## config.mk

```make
export PLATFORM = sky130hd
export DESIGN_NAME = weekly_time_window_relay_scheduler_top
export DESIGN_NICKNAME = d
export VERILOG_FILES = /design/src/rtl/core/wtwrs_pkg.sv /design/src/rtl/core/weekly_time_window_relay_scheduler_top.sv /design/src/rtl/core/wtwrs_cell.sv /design/src/rtl/core/wtwrs_eval.sv
export SDC_FILE = /design/constraint.sdc
export NUM_CORES = 1
export LEC_CHECK = 0
export ABC_AREA = 0
export BUFFER_PORTS_ARGS = -buffer_cell sky130_fd_sc_hd__clkbuf_2
export CORE_AREA = 2 2 236 261
export DETAILED_ROUTE_END_ITERATION = 12
export DIE_AREA = 0 0 238 263
export PLACE_DENSITY = 0.79
export SLEW_MARGIN = 20
export SYNTH_ARGS = -nofsm -noshare
export SYNTH_HDL_FRONTEND = slang
export SYNTH_SLANG_ARGS = --single-unit
```

## constraint.sdc

```tcl
create_clock -name clk -period 4.6 [get_ports clk]
set_clock_uncertainty 0.15 [all_clocks]
set_input_delay 0.69 -clock clk [delete_from_list [all_inputs] [get_ports clk]]
set_output_delay 0.69 -clock clk [all_outputs]
set_load 0.01 [all_outputs]
```

## src/rtl/core/wtwrs_pkg.sv

```systemverilog
// Shared types and constants for the weekly time-window relay scheduler.
// No dependencies; imported by the top level, wtwrs_cell and wtwrs_eval.
package wtwrs_pkg;

	// item function codes
	typedef enum logic [1:0] {
		FN_TICK   = 2'd0,
		FN_ADD    = 2'd1,
		FN_REMOVE = 2'd2,
		FN_CLEAR  = 2'd3
	} func_t;

	// what a table cell takes at the next edge
	typedef enum logic [1:0] {
		CS_HOLD,
		CS_NEXT,
		CS_LOAD
	} cell_sel_t;

	typedef enum logic [1:0] {
		ST_IDLE,
		ST_WALK,
		ST_FINISH
	} state_t;

	// one window entry, 41 bits
	typedef struct packed {
		logic [7:0]  id;
		logic        enabled;
		logic [6:0]  days;
		logic [10:0] start;
		logic [10:0] stop;
		logic [1:0]  device;
		logic        active;
	} entry_t;

	// control from the sequencer to the data path
	typedef struct packed {
		logic walk;
		logic fire;
	} ctrl_t;

	localparam logic [10:0] MIN_PER_HOUR = 11'd60;
	localparam logic [1:0]  DEV_NONE     = 2'd3;

endpackage

```

## src/rtl/core/weekly_time_window_relay_scheduler_top.sv

```systemverilog
// Weekly time-window relay scheduler: a ring of MAX_ENTRIES cells rotated past one window test.
// Tick, add and remove walk the whole cell ring before their result is registered; clear goes
// straight to the finish. One item at a time: in_stall holds until its result is registered.
// The walk is a full rotation of the cell ring, one entry per cycle at the head.
// Reset (arst_n low, asynchronous) empties the table and clears the stored relay state.
// Depends on wtwrs_pkg, wtwrs_cell, wtwrs_eval.
module weekly_time_window_relay_scheduler_top
	import wtwrs_pkg::*;
#(
	parameter int MAX_ENTRIES = 16
) (
	input  logic        clk,
	input  logic        arst_n,
	input  logic        in_valid,
	output logic        in_stall,
	input  logic [1:0]  func,
	input  logic [4:0]  now_hour,
	input  logic [5:0]  now_minute,
	input  logic [2:0]  now_day,
	input  logic [7:0]  entry_id,
	input  logic        entry_enabled,
	input  logic [6:0]  entry_days,
	input  logic [10:0] entry_start,
	input  logic [10:0] entry_end,
	input  logic [1:0]  entry_device,
	input  logic        entry_active,
	output logic        out_valid,
	input  logic        out_stall,
	output logic        fan_on,
	output logic        heater_on,
	output logic        humidifier_on,
	output logic        fan_changed,
	output logic        heater_changed,
	output logic        humidifier_changed,
	output logic        ok,
	output logic [7:0]  assigned_id,
	output logic [4:0]  entry_count
);

	localparam int IW = (MAX_ENTRIES > 1) ? $clog2(MAX_ENTRIES) : 1;
	localparam int CW = $clog2(MAX_ENTRIES + 1);

	state_t         state_q, state_d;
	ctrl_t          ctrl;
	logic           accept;
	func_t          func_q;
	logic [10:0]    cur_q;
	logic [2:0]     day_q;
	entry_t         new_q;
	entry_t         load_entry;
	logic [IW-1:0]  k_q;
	logic [2:0]     acc_q;
	logic [7:0]     max_q;
	logic           found_q;
	logic [IW-1:0]  m_q;
	logic [CW-1:0]  count_q;
	logic [2:0]     relay_q;
	logic           full;
	logic           step_valid;
	logic [2:0]     head_on;
	entry_t         cell_entry [MAX_ENTRIES];
	cell_sel_t      cell_sel   [MAX_ENTRIES];

	logic           out_valid_q;
	logic [2:0]     out_on_q;
	logic [2:0]     out_chg_q;
	logic           out_ok_q;
	logic [7:0]     out_id_q;
	logic [4:0]     out_count_q;

	assign accept     = in_valid && (state_q == ST_IDLE);
	assign full       = (count_q == CW'(MAX_ENTRIES));
	assign step_valid = (CW'(k_q) < count_q);

	assign load_entry = '{
		id:      (new_q.id == 8'd0) ? max_q + 8'd1 : new_q.id,
		enabled: new_q.enabled,
		days:    new_q.days,
		start:   new_q.start,
		stop:    new_q.stop,
		device:  new_q.device,
		active:  new_q.active
	};

	// sequencer
	always_comb begin
		state_d = state_q;
		unique case (state_q)
			ST_IDLE: begin
				if (in_valid) begin
					state_d = (func_t'(func) == FN_CLEAR) ? ST_FINISH : ST_WALK;
				end
			end
			ST_WALK: begin
				if (k_q == IW'(MAX_ENTRIES - 1)) begin
					state_d = ST_FINISH;
				end
			end
			ST_FINISH: begin
				if (ctrl.fire) begin
					state_d = ST_IDLE;
				end
			end
			default: state_d = ST_IDLE;
		endcase
	end

	always_comb begin
		in_stall  = (state_q != ST_IDLE);
		ctrl.walk = (state_q == ST_WALK);
		ctrl.fire = (state_q == ST_FINISH) && !(out_valid_q && out_stall);
	end

	always_ff @(posedge clk or negedge arst_n) begin
		if (!arst_n) begin
			state_q <= ST_IDLE;
		end else begin
			state_q <= state_d;
		end
	end

	// item registers
	always_ff @(posedge clk) begin
		if (accept) begin
			func_q  <= func_t'(func);
			cur_q   <= 11'(now_hour) * MIN_PER_HOUR + 11'(now_minute);
			day_q   <= now_day;
			new_q   <= '{id: entry_id, enabled: entry_enabled, days: entry_days,
				start: entry_start, stop: entry_end, device: entry_device,
				active: entry_active};
			k_q     <= '0;
			acc_q   <= '0;
			max_q   <= '0;
			found_q <= 1'b0;
			m_q     <= '0;
		end else if (ctrl.walk) begin
			k_q <= k_q + IW'(1);
			if (step_valid) begin
				acc_q <= acc_q | head_on;
				if (cell_entry[0].id > max_q) begin
					max_q <= cell_entry[0].id;
				end
				// remember the first matching slot
				if (!found_q && (cell_entry[0].id == new_q.id)) begin
					found_q <= 1'b1;
					m_q     <= k_q;
				end
			end
		end
	end

	wtwrs_eval u_eval (
		.entry (cell_entry[0]),
		.cur   (cur_q),
		.day   (day_q),
		.on    (head_on)
	);

	// cell chain: rotate during the walk, load or close the gap at the finish
	for (genvar i = 0; i < MAX_ENTRIES; i++) begin : g_cell
		localparam int NXT = (i + 1) % MAX_ENTRIES;

		always_comb begin
			cell_sel[i] = CS_HOLD;
			if (ctrl.walk) begin
				cell_sel[i] = CS_NEXT;
			end else if (ctrl.fire) begin
				if ((func_q == FN_ADD) && !full && (CW'(i) == count_q)) begin
					cell_sel[i] = CS_LOAD;
				end else if ((func_q == FN_REMOVE) && found_q && (IW'(i) >= m_q)) begin
					cell_sel[i] = CS_NEXT;
				end
			end
		end

		wtwrs_cell u_cell (
			.clk        (clk),
			.sel        (cell_sel[i]),
			.next_entry (cell_entry[NXT]),
			.load_entry (load_entry),
			.entry_q    (cell_entry[i])
		);
	end

	// table count and relay state
	always_ff @(posedge clk or negedge arst_n) begin
		if (!arst_n) begin
			count_q <= '0;
			relay_q <= '0;
		end else if (ctrl.fire) begin
			case (func_q)
				FN_TICK:   relay_q <= acc_q;
				FN_ADD:    if (!full) count_q <= count_q + CW'(1);
				FN_REMOVE: if (found_q) count_q <= count_q - CW'(1);
				default:   count_q <= '0;
			endcase
		end
	end

	// output register
	always_ff @(posedge clk or negedge arst_n) begin
		if (!arst_n) begin
			out_valid_q <= 1'b0;
		end else if (ctrl.fire) begin
			out_valid_q <= 1'b1;
		end else if (!out_stall) begin
			out_valid_q <= 1'b0;
		end
	end

	always_ff @(posedge clk) begin
		if (ctrl.fire) begin
			case (func_q)
				FN_TICK: begin
					out_on_q    <= acc_q;
					out_chg_q   <= acc_q ^ relay_q;
					out_ok_q    <= 1'b1;
					out_id_q    <= '0;
					out_count_q <= 5'(count_q);
				end
				FN_ADD: begin
					out_on_q    <= relay_q;
					out_chg_q   <= '0;
					out_ok_q    <= !full;
					out_id_q    <= full ? 8'd0 : load_entry.id;
					out_count_q <= full ? 5'(count_q) : 5'(count_q + CW'(1));
				end
				FN_REMOVE: begin
					out_on_q    <= relay_q;
					out_chg_q   <= '0;
					out_ok_q    <= found_q;
					out_id_q    <= '0;
					out_count_q <= found_q ? 5'(count_q - CW'(1)) : 5'(count_q);
				end
				default: begin
					out_on_q    <= relay_q;
					out_chg_q   <= '0;
					out_ok_q    <= 1'b1;
					out_id_q    <= '0;
					out_count_q <= '0;
				end
			endcase
		end
	end

	assign out_valid          = out_valid_q;
	assign fan_on             = out_on_q[0];
	assign heater_on          = out_on_q[1];
	assign humidifier_on      = out_on_q[2];
	assign fan_changed        = out_chg_q[0];
	assign heater_changed     = out_chg_q[1];
	assign humidifier_changed = out_chg_q[2];
	assign ok                 = out_ok_q;
	assign assigned_id        = out_id_q;
	assign entry_count        = out_count_q;

endmodule

```

## src/rtl/core/wtwrs_cell.sv

```systemverilog
// One table cell: holds a window entry and takes its neighbor's or a new one.
// Depends on wtwrs_pkg.
module wtwrs_cell
	import wtwrs_pkg::*;
(
	input  logic      clk,
	input  cell_sel_t sel,
	input  entry_t    next_entry,
	input  entry_t    load_entry,
	output entry_t    entry_q
);

	always_ff @(posedge clk) begin
		case (sel)
			CS_NEXT: entry_q <= next_entry;
			CS_LOAD: entry_q <= load_entry;
			default: entry_q <= entry_q;
		endcase
	end

endmodule

```

## src/rtl/core/wtwrs_eval.sv

```systemverilog
// Window test for the entry at the head of the cell chain.
// Depends on wtwrs_pkg.
module wtwrs_eval
	import wtwrs_pkg::*;
(
	input  entry_t      entry,
	input  logic [10:0] cur,
	input  logic [2:0]  day,
	output logic [2:0]  on
);

	logic [7:0] day_mask;
	logic       holds;
	logic       hit;

	assign day_mask = {1'b0, entry.days};

	always_comb begin
		if (entry.start < entry.stop) begin
			holds = (cur >= entry.start) && (cur < entry.stop);
		end else begin
			// window wraps past midnight
			holds = (cur >= entry.start) || (cur < entry.stop);
		end
		hit = entry.enabled && day_mask[day] && holds && entry.active
			&& (entry.device != DEV_NONE);
		on = hit ? (3'b001 << entry.device) : 3'b000;
	end

endmodule

```

After elaboration in Yosys (flattened, before gate mapping)
Cells that the tools add are included.
- register bits after elaboration: 764
- bits of input ports: 61
- word-level logic and storage cells: 398
- $add $sub $neg: 5
- multiply operators: 1
- magnitude comparators: 22
- eq/ne operators: 60
- shifts and indexed selects: 1
- multiplexer cells: 97
- bitwise logic cells: 3
- reduce and logical (&&, ||, !) cells: 73
- operators with widths (kind ; count):
    $pmux 41 s2 ; 16
    $mux 2 ; 52
    $logic_and 1x1->1 ; 43
    $eq 4x5->1 const A ; 8
    $eq 2x2->1 const B ; 19
    $eq 2x1->1 const B ; 18
    $reduce_bool 2->1 ; 17
    $ge 4x4->1 const A ; 8
    $lt 11x11->1 ; 2
    $eq 3x5->1 const A ; 4
    $mux 1 ; 20
    $ge 3x4->1 const A ; 4
    $pmux 5 s3 ; 1
    $add 11x6->11 ; 1
    $ge 11x11->1 ; 1
    $eq 2x5->1 const A ; 2
    $mux 5 ; 2
    $mul 5x4->9 const B ; 1
    $reduce_and 3->1 ; 3
    $add 8x1->8 const B ; 1
    $eq 8x8->1 ; 1
    $ge 1x4->1 const A ; 2
    $ge 2x4->1 const A ; 2
    $gt 8x8->1 ; 1
    26 further kinds ; 33

Longest topological paths before layout
- depth in word-level cells: 9
- depth in mapped cells: 13
- gate-level depth less buffers: 11

Modules after synthesis
Synthesis repeated with hierarchy kept, for this count alone.
- cells, all modules: 2044
- area total of the unflattened synthesis: 37755.0 µm²
- by module, submodules not included (module ; instances ; cells each ; area each (µm²) ; seq. area each (µm²)):
    wtwrs_cell ; 16 ; 90 ; 1954.4 ; 1231.2
    weekly_time_window_relay_scheduler_top ; 1 ; 501 ; 5635.4 ; 2987.9
    wtwrs_eval ; 1 ; 103 ; 849.6 ; 0.0

Least setup slack after synthesis
OpenSTA, ideal clock, no wires.
- path kind: input port to flip-flop
- start point: in out_stall
- end point: reg g_cell[1].u_cell.entry_q[0] in the netlist's numbering (enable)
- setup time: 0.396 ns
- arrival time: 3.251 ns
- required time: 4.054 ns
- slack: 0.803 ns
- cell stages on the path: 9
- path buffers: 2
- cell sequence: nand2_1 > nand2b_1 > clkbuf_1 > clkinv_1 > clkbuf_1 > nand2_1 > nor2_1 > ha_1 > inv_1
- RTL lines (element ; RTL line ; text):
    start: declaration ; weekly_time_window_relay_scheduler_top.sv:28 ; input logic out_stall,
    end signal: assignment ; wtwrs_cell.sv:15 ; CS_NEXT: entry_q <= next_entry;
    end signal: assignment ; wtwrs_cell.sv:16 ; CS_LOAD: entry_q <= load_entry;
    end signal: assignment ; wtwrs_cell.sv:17 ; default: entry_q <= entry_q;
    end: declaration ; wtwrs_cell.sv:10 ; output entry_t entry_q

Worst setup path after layout
- start point: reg func_q[1]
- end point: reg g_cell[10].u_cell.entry_q[14] in the netlist's numbering, data pin
- word-level cells in the longest chain between the ends: 9
- elaborated cells on any way between the ends: 13
- classes of those cells: eq/ne: 4; mux: 5; reduce/logical: 4
- ends and longest elaborated chain (element ; RTL line ; text):
    start: declaration ; weekly_time_window_relay_scheduler_top.sv:46 ; func_t func_q;
    start signal: assignment ; weekly_time_window_relay_scheduler_top.sv:125 ; func_q <= func_t'(func);
    $eq 2x2->1 ; weekly_time_window_relay_scheduler_top.sv:170 ; end else if ((func_q == FN_REMOVE) && found_q && (IW'(i) >= m_q)) begin
    $logic_and 1x1->1 (2 in a row) ; weekly_time_window_relay_scheduler_top.sv:170 ;
    $mux 1 ; weekly_time_window_relay_scheduler_top.sv:170 ;
    $mux 2 * ; weekly_time_window_relay_scheduler_top.sv:168 ; if ((func_q == FN_ADD) && !full && (CW'(i) == count_q)) begin
    $mux 2 * ; weekly_time_window_relay_scheduler_top.sv:167 ; end else if (ctrl.fire) begin
    $mux 2 * ; weekly_time_window_relay_scheduler_top.sv:165 ; if (ctrl.walk) begin
    $eq 2x2->1 / $eq 2x1->1 (equally long branches) ; wtwrs_cell.sv:14 ; case (sel)
    $pmux 41 s2 * ; wtwrs_cell.sv:14 ;
    end signal: assignment ; wtwrs_cell.sv:15 ;
    end signal: assignment ; wtwrs_cell.sv:16 ;
    end signal: assignment ; wtwrs_cell.sv:17 ;
    end: declaration ; wtwrs_cell.sv:10 ;
Every way passes the cells marked *; elsewhere a longest branch is shown, timed or not.
A chain may end at the register's enable or synchronous reset.

==> flow_summary.yaml <==
outcome:
  status: "finished clean"
placed_design:
  placed_area_sq_um: 35400
  hpwl_um: 44600
  dp_slack_ps: 689
  port_buffers: 82
  gp_congestion: 0.883
clock_tree:
  cts_resized: 0
  cts_sinks: 764
  postCtsHoldBufs: 1
  h-tree-depth: 3
  cts_made_buffers: 76
  cts_setup_buffers: 0
  clkLatencyLatePin_ps: 630
  cts_buffer_depth: 3
  cts_tree: "done"
  cts_root_buf: "clkbuf_16"
  path_clk_slew_ps: 70
setup_path:
  startpoint_type: "flop"
  arrival_ps: 4010
  cp-end-kind: "flop"
  critPathMaxFanout: 17
  critical_path_required_ps: 4810
  critical_path_class: "flop to flop"
logic_synthesis:
  async_flop_share_pct: 1.44
  synth-edff-count: 733
  syn_area_per_cell_sq_um: 15.3
  yosys_warnings: 0
  synthCells: 2214
  yosysTopAreaCellShare_pct: 64.9
  synth.largest_area_cell: "edfxtp_1"
  postSynthNetCount: 2369
  synthFlopType: "edfxtp_1"
  synth-seq-area-share_pct: 66.9
  ys_types: 60
  synth.area.top_cells: "edfxtp_1 (65%), mux2_2 (17%), ha_1 (3.2%)"
  ys_ff_latch: 764
  synth.most_common_cell: "edfxtp_1"
  synth.cell_area_sq_um: 33900
  synth_common_cells: "edfxtp_1 (733), mux2_2 (521), nor2_1 (182)"
finish:
  stdcell_area_sq_um: 37900
  multi_input_area_sq_um: 10400
  nNetsFinal: 2443
  area_delta_synth_final_pct: 11.9
  seq_area_sq_um: 22700
  diodes: 0
  final_layout_size_suffix_gt1_share_pct: 34.6
  n_fill_cell: 4197
timing:
  min_period_ps: 3800
  worstMarginPinSlew_ps: 1020
  fin_tns_setup_ps: 0
  slew_headroom_pct: 32.2
  rsz0062_at_grt: "false"
  slew_viol_final: 0
  fin_crit_sh_pct: 82.5
  final-setup-viol-count: 0
  timing.fmax_ghz: 0.263
  finalWorstSetupSlack_ps: 803
  final_hold_viol_count: 0
drt:
  drt_iter0_drc: 1909
  drc: 0
  drtAntennaViolNets: 0
  vias: 18800
  avgViaCountPerCell: 6.04
  wl_per_cell_um: 23.7
  dr.pass1.iters: 5
  wirelength_um: 73900
grt:
  grt_overflow: 0
  grt_max_degree: 50
  grt_pass1_vias: 19600
  grt_usage_pct: 23.9
  antenna_found_initial: 0
  grt_pass1_wl_um: 114000
floorplan:
  start_util_pct: 56.8
  core_sq_um: 59700
  dieHeight_um: 263
  ioPinCount: 83
  std_cell_rows: 94
  dieArea_sq_um: 62600
  die_w_um: 238
flow_run:
  drv_cap: 0
pwr:
  p_leak_nw: 13.3
  finalPower_w: 0.0257
  powerDensity_nw_per_um2: 677
  comb_power_share_pct: 24.7
  p_sw_w: 0.00766
  p_clk_share_pct: 24.5
  seqPwrFrac_pct: 50.7
  ir_worst_vdd_mv: 0.377
  p_int_w: 0.0180
  netSwitchingFraction_pct: 29.8
worst_hold_path:
  hp-class: "input port to flop"
## flip-flops by register name, indices dropped and copies added (netlist names), 4 cells and up
register and cells:
load_entry 33, new_q 8, entry_count 5, max_q 8
g_cell.u_cell.entry_q 656, assigned_id 8, cur_q 11, k_q 4
count_q 5, m_q 4
## power groups by stage
| stage | clock network (W) | registers, W | logic [W] |
|---|---|---|---|
| 2_1_floorplan | 0 | 0.0126 | 0.00426 |
| 3_3_place_gp | 0 | 0.0130 | 0.00607 |
| 3_5_place_dp | 0 | 0.0131 | 0.00633 |
| 4_1_cts | 0.00638 | 0.0130 | 0.00640 |
| 5_1_grt | 0.00663 | 0.0133 | 0.00696 |
| 6_report | 0.00630 | 0.0130 | 0.00635 |
## cells in the final DEF (no fill, tap or decap), types with 14 or more instances in the layout
cell type and n:
buf_12 22, xor2_1 14, ha_1 70, inv_2 16, ha_2 16, xnor2_1 18, nor2_1 182, a21oi_1 159
nand2_1 56, edfxtp_1 733, clkbuf_2 82, inv_1 62, dfxtp_1 20, mux2_2 521, clkinv_1 14, nand3_1 16
buf_4 32, o21ai_0 36, clkbuf_16 80, clkbuf_1 21
## cell families after synthesis
group	count (synthesis)	share of synthesized area, %
buffers and inverters	221	2.61
DFF	764	66.9
muxes	528	17.5
adders and majority gates	94	3.65
and+or+nand+nor	312	3.99
xor gates and xnor gates	32	0.827
AOI/OAI and AO/OA	263	4.48
## metrics by stage
stage / utilization [%] / hold slack [ps] / instances
5_1_grt: 63.5 / 66.3 / 3117
3_3_place_gp: 59.3 / 318 / 2977
4_1_cts: 63.5 / 51.6 / 3117
3_5_place_dp: 59.3 / 329 / 2977
6_report: 63.5 / 80.1 / 3117
2_1_floorplan: - / 244 / 2214
## metal layers
layer | track usage [%] | vias up | routed length, um
li1 | - | 8442 | -
met1 | 32.3 | 9572 | 30600
met2 | 40.5 | 707 | 36800
met3 | 3.30 | 98 | 4800
met4 | 7.50 | 0 | 1700
met5 | 0 | - | 0
## critical path, stage by stage (launching register included)
cell,delay (ps)
edfxtp_1,430
inv_1,100
ha_1,290
nor2b_1,620
and2_1,340
a32oi_1,100
a21oi_1,230
ha_2,500
buf_4,380
mux2_2,380
## final timing paths
| kind | startpoint | to | slack, ps | cells after the start |
|---|---|---|---|---|
| hold reg to reg | acc_q[1] | acc_q[1] | 340 | 2 |
| setup / recovery | func_q[1] | g_cell[10].u_cell.entry_q[14] | 800 | 9 |
| setup reg to reg | func_q[1] | g_cell[10].u_cell.entry_q[14] | 800 | 9 |
| hold / removal | entry_id[4] | new_q[37] | 80 | 1 |
| min in group asynchronous | arst_n | state_q[0] | 330 | 2 |
| max in group asynchronous | arst_n | count_q[0] | 3720 | 2 |
## layout make-up
class,count,share of cell area [%]
multi-input combinational,1229,27.4
sequential,764,59.8
inverter,80,0.795
clock inverter,38,1.12
clock buffer,101,5.49
timing repair buffer,137,2.90
tap,768,2.53
Power figures use the tool's default switching activity.
